**src/gait_bridge_path_walker_unit_assert.svh**
```systemverilog
`ifndef GAIT_BRIDGE_PATH_WALKER_UNIT_ASSERT_SVH
`define GAIT_BRIDGE_PATH_WALKER_UNIT_ASSERT_SVH

// antecedent holds -> consequent in the same cycle
`define GBPW_ASSERT_NOW(label, clk, rst_n, ante, cons, msg) \
  label: assert property (@(posedge clk) disable iff (!rst_n) (ante) |-> (cons)) \
    else $error(msg);

// antecedent holds -> consequent in the next cycle
`define GBPW_ASSERT_NEXT(label, clk, rst_n, ante, cons, msg) \
  label: assert property (@(posedge clk) disable iff (!rst_n) (ante) |=> (cons)) \
    else $error(msg);

`endif

```
**src/gbpw_pkg.sv**
```systemverilog
package gbpw_pkg;

  localparam int ID_W     = 6;
  localparam int MASK_W   = 64;
  localparam int CFG_W    = 7;
  localparam int STATUS_W = 3;

  localparam logic REQ_WRITE = 1'b0;
  localparam logic REQ_QUERY = 1'b1;

  localparam logic [STATUS_W-1:0] ST_PATH   = 3'd0;
  localparam logic [STATUS_W-1:0] ST_ABSENT = 3'd1;
  localparam logic [STATUS_W-1:0] ST_LIMIT  = 3'd2;
  localparam logic [STATUS_W-1:0] ST_BROKEN = 3'd3;
  localparam logic [STATUS_W-1:0] ST_WRITE  = 3'd4;

  localparam logic [CFG_W-1:0] MAX_BRIDGES_RST = 7'd4;

  typedef struct packed {
    logic              present;
    logic [ID_W-1:0]   bridge;
    logic [MASK_W-1:0] mask;
  } gbpw_entry_t;

  typedef enum logic [2:0] {
    S_IDLE,
    S_WALK,
    S_ONE,
    S_PREP,
    S_EMIT
  } gbpw_state_t;

endpackage

```
**src/gbpw_table.sv**
```systemverilog
module gbpw_table import gbpw_pkg::*; #(
  parameter int NUM_GAITS = 64,
  parameter int AW = $clog2(NUM_GAITS)
) (
  input  logic          clk,
  input  logic          rst_n,
  input  logic          wr_en,
  input  logic [AW-1:0] wr_addr,
  input  gbpw_entry_t   wr_entry,
  input  logic          rd_en,
  input  logic [AW-1:0] rd_addr,
  output gbpw_entry_t   rd_entry
);

  // present flags live in flops so reset clears every entry at once
  logic [NUM_GAITS-1:0]     present_r;
  logic [ID_W+MASK_W-1:0]   mem [NUM_GAITS];
  logic                     rd_present_r;
  logic [ID_W+MASK_W-1:0]   rd_data_r;

  always_ff @(posedge clk) begin
    if (!rst_n) begin
      present_r <= '0;
    end else if (wr_en) begin
      present_r[wr_addr] <= wr_entry.present;
    end
  end

  always_ff @(posedge clk) begin
    if (wr_en) begin
      mem[wr_addr] <= {wr_entry.bridge, wr_entry.mask};
    end
    if (rd_en) begin
      rd_data_r    <= mem[rd_addr];
      rd_present_r <= present_r[rd_addr];
    end
  end

  assign rd_entry.present = rd_present_r;
  assign rd_entry.bridge  = rd_data_r[ID_W+MASK_W-1:MASK_W];
  assign rd_entry.mask    = rd_data_r[MASK_W-1:0];

endmodule
```
**config.mk**
```make
export PLATFORM = sky130hd
export DESIGN_NAME = gbpw_table
export DESIGN_NICKNAME = d
export VERILOG_FILES = /design/src/gait_bridge_path_walker_unit_assert.svh /design/src/gbpw_pkg.sv /design/src/gbpw_table.sv
export SDC_FILE = /design/constraint.sdc
export NUM_CORES = 2
export LEC_CHECK = 0
export BUFFER_PORTS_ARGS = -buffer_cell sky130_fd_sc_hd__buf_2
export CAP_MARGIN = 20
export CORE_MARGIN = 2
export CORE_UTILIZATION = 50
export CTS_CLUSTER_DIAMETER = 120
export DETAILED_ROUTE_END_ITERATION = 12
export PLACE_DENSITY_LB_ADDON = 0.2
export SLEW_MARGIN = 10
export SYNTH_ARGS = -nofsm -noshare
export SYNTH_HDL_FRONTEND = slang
export SYNTH_MEMORY_MAX_BITS = 65536
export SYNTH_SLANG_ARGS = --single-unit
```
**constraint.sdc**
```tcl
create_clock -name clk -period 8.99 [get_ports clk]
set_clock_uncertainty 0.2 [all_clocks]
set_input_delay 2.2475 -clock clk [delete_from_list [all_inputs] [get_ports clk]]
set_output_delay 2.2475 -clock clk [all_outputs]
set_load 0.05 [all_outputs]
```
# Word-level counts from Yosys, hierarchy flattened
# Memory sizes are Yosys's and may differ from the RTL's. A register that Yosys moved wholly into a read port is not among the register bits.
# Index checks and enable logic that the tools add are counted.
[totals]
memories = 1
ff_bits = 65
input_bits = 87
elab_cells = 14
mem_bits_rw = 4480
[mem_list]
columns = ["name", "words", "width", "rd", "rd_ports_with_merged_regs", "write_ports", "line", "rtl"]
rows = [
  ["mem", 64, 70, 1, 1, 1, "gbpw_table.sv:17", "logic [ID_W+MASK_W-1:0] mem [NUM_GAITS];"],
]
[op_classes]
magnitude_cmp = 3
reduce_logical = 1
n_mux = 7
[ops]
columns = ["operator", "count"]
rows = [
  ["$bwmux W64", 1],
  ["$lt A6 B7 Y1 const B", 2],
  ["$bmux W1 S6", 1],
  ["$demux W1 S6", 1],
  ["$ge A6 B1 Y1 const B", 1],
  ["$mux W1", 4],
  ["$logic_and A1 B1 Y1", 1],
]

# Depth between registers and ports, before layout
[depth]
word_depth = 5
mapped_depth = 9
mapped_depth_nobuf = 5

# Least setup slack after synthesis
# Ideal clock, no wire load.
[synth_path]
kind = "input to register"
startpoint = "input wr_addr[3]"
endpoint = "memory mem[32][0] (netlist bit), enable pin"
cell_stages = 4
path_slack_ns = 2.287
t_arrival_ns = 6.003
path_buffers = 2
path_cell_list = "or3b_2 -> clkbuf_1 -> clkbuf_1 -> nor2_1"
[synth_rtl]
columns = ["element", "line", "rtl"]
rows = [
  ["from (decl)", "gbpw_table.sv:8", "input logic [AW-1:0] wr_addr,"],
  ["to (decl)", "gbpw_table.sv:17", ""],
]
# No word-level cell before the write port.

==> flow_summary_export.csv <==
group,metric,value,unit
clock_network,ctsResizeCount,0,
routing,avgRoutedWirePerCell,38.1,um
critical_path,worstSetupEndpointType,"flip-flop",
synth,synth-simple-area-share,0.971,%
synth,yosys.area_share.adder,0,%
floorplan,die_x,593,um
synth,ys_seq_area_share,79.5,%
routing,firstDrtPassIters,5,
timing,max_freq,0.192,GHz
timing,post-route-period-util,58.0,%
routing,antenna_left,0,
clock_network,cts_tree,"yes",
placement,dp_cells,11900,
critical_path,reg2reg_from,"mem[3][39]",
clock_network,cts_sinks,4615,
run,maxCapViolCount,0,
synth,synth_top_family_by_area,"multiplexers",
synth,synth_area_leaders,"edfxtp_1, mux4_2, o22ai_1",
timing,setup_violations,0,
critical_path,path_class,"input port to flip-flop",
power_and_ir_drop,irDropWorstVdd,226,uV
outcome,outcome,"complete, no violations",
synth,avgSynthCellArea,23.5,um2
critical_path,required,9.63,ns
routing,vias_per_cell,6.67,
power_and_ir_drop,power,44.9,mW
clock_network,htree_num_levels,5,
synth,ys.flop_type,"edfxtp_1",
finish,layout-drive-gt1-share,27.5,%
clock_network,clock_latency,1.01,ns
finish,final_area,196000,um2
hold_path,hold_class,"flip-flop to flip-flop",
synth,yosysMostFrequentCell,"edfxtp_1",
clock_network,root_buffer,"clkbuf_16",
synth,synth_top_area_share,78.8,%
routing,vias,85400,
finish,area_growth,13.0,%
placement,postPlaceCellArea,181000,um2
global_route,grt_usage,27.7,%
critical_path,cp.arrival,5.85,ns
timing,fin_crit,5.21,ns
critical_path,critPathLaunch,"rd_addr[3]",
floorplan,die-area,352000,um2
synth,synth_mux_area_share,15.3,%
timing,hold_slack,0.287,ns
finish,seqCellArea,138000,um2
global_route,grt_pass1_wl,673000,um
timing,tightest_slew,1.20,ns
clock_network,post_cts_buffers,0,
critical_path,worstPathMaxFanout,35,
global_route,grt_max_degree,107,
synth,syn-num-nets,7464,
clock_network,clk_path_buf_depth,4,
floorplan,die_h,593,um
synth,synth_xor_area_share,0,%
clock_network,cts-buffers-inserted,462,
power_and_ir_drop,powerDensity,229,nW/um2
timing,hold_viol,0,
synth,yosysTopAreaCell,"edfxtp_1",
finish,layout.cells.non_filler,12800,
finish,fill_cells,24800,
global_route,antenna_found_initial,27,
placement,numPortBuffers,157,
timing,grt_setup_unrepaired,"no",
synth,yosysWarnings,0,
synth,synth_area,173000,um2
synth,synth_compound_area_share,2.93,%
floorplan,placementRows,216,
placement,gp_congestion,0.774,
synth,synthArstFlopShare,0,%
floorplan,core_area,346000,um2
routing,routed_wl,487000,um
hold_path,min_from,"present_r[14]",
critical_path,startpoint_type,"input port",
synth,syn_inst,7377,
timing,relSlewSlack,20.0,%
global_route,gr-total-overflow,0,
placement,dp_hpwl,246000,um
synth,yosysUniqueCellTypes,39,
timing,finalSetupTns,0,ns
finish,multi_input_area,33900,um2
routing,drcViolationCount,0,
synth,netlist_top_cells_count,"edfxtp_1, mux4_2, o22ai_1",
timing,finalMaxSlewViolations,0,
synth,synth_edf_count,4551,
clock_network,cts_hold_buf,0,
finish,final_nets,7896,
clock_network,cts.clk_slew.worst_paths,0.06,ns
global_route,grt_pass1_vias,84600,
floorplan,start_util,50.2,%
synth,ys_ff_latch,4615,
power_and_ir_drop,p_leak,60.4,nW
floorplan,ios,158,
routing,first_iter_violations,12200,
## cell families (layout without fill, tap and decap cells)
group                  Yosys count  in the layout
other                            0             14
AND/OR/NAND/NOR                356            356
multiplexers                  1235           1235
buffers and inverters          435           1264
AO/OA/AOI/OAI                  736            736
flip-flops                    4615           4615
## layout make-up
class,instances,area share [%]
clock buffer,576,6.18
timing repair buffer,403,1.85
tap,4578,2.92
clock inverter,285,1.37
multi-input combinational,2327,17.3
antenna,14,0.0179
sequential,4615,70.4
## per-stage QoR
step                setup slack, ns  util, %
global placement               2.92     52.3
finish                         3.78     56.7
CTS                            3.96     56.6
global route                   3.88     56.7
floorplan                      2.29        -
detailed placement             2.93     52.3
## worst max-delay path: stages
cell and delay, ns:
buf_4 0.42, buf_4 0.59, nor2b_1 0.25, nand2_4 0.82, buf_4 0.68, o221ai_1 0.21, a21oi_1 0.22, o22a_1 0.17
## routing by layer
layer / up-vias / routed length [um] / GRT usage [%]
met5: - / 13 / 0
met4: 2 / 17100 / 8.91
met3: 834 / 45300 / 4.37
met2: 4759 / 237000 / 44.7
met1: 46900 / 187000 / 39.3
li1: 32900 / - / -
## layout by cell type (no fill, tap or decap), types with 96 or more instances in the layout
cell,netlist,layout
buf_2,95,150
buf_4,103,172
clkbuf_16,0,468
mux4_2,1136,1136
o221ai_1,133,133
mux2i_1,96,96
clkinv_1,0,122
edfxtp_1,4551,4551
clkbuf_1,196,108
o22ai_1,308,308
## state kept, by name, summed over array words and instances (netlist names)
register,cells
rd_present_r,1
mem,4480
present_r,64
rd_data_r,70
## final timing paths
kind                         to  slack, ns  cells after the start
setup / recovery  rd_data_r[56]       3.78                      8
hold / removal    present_r[14]       0.29                      2
setup reg to reg  rd_data_r[39]       6.46                      5
hold reg to reg   present_r[14]       0.29                      2
## power by group
part	switching [mW]	total [mW]	internal, mW
combinational	1.35	2.06	0.717
sequential	0.0755	23.9	23.8
clock	8.11	18.9	10.8
Note: power is estimated with default switching activity, not from simulation.
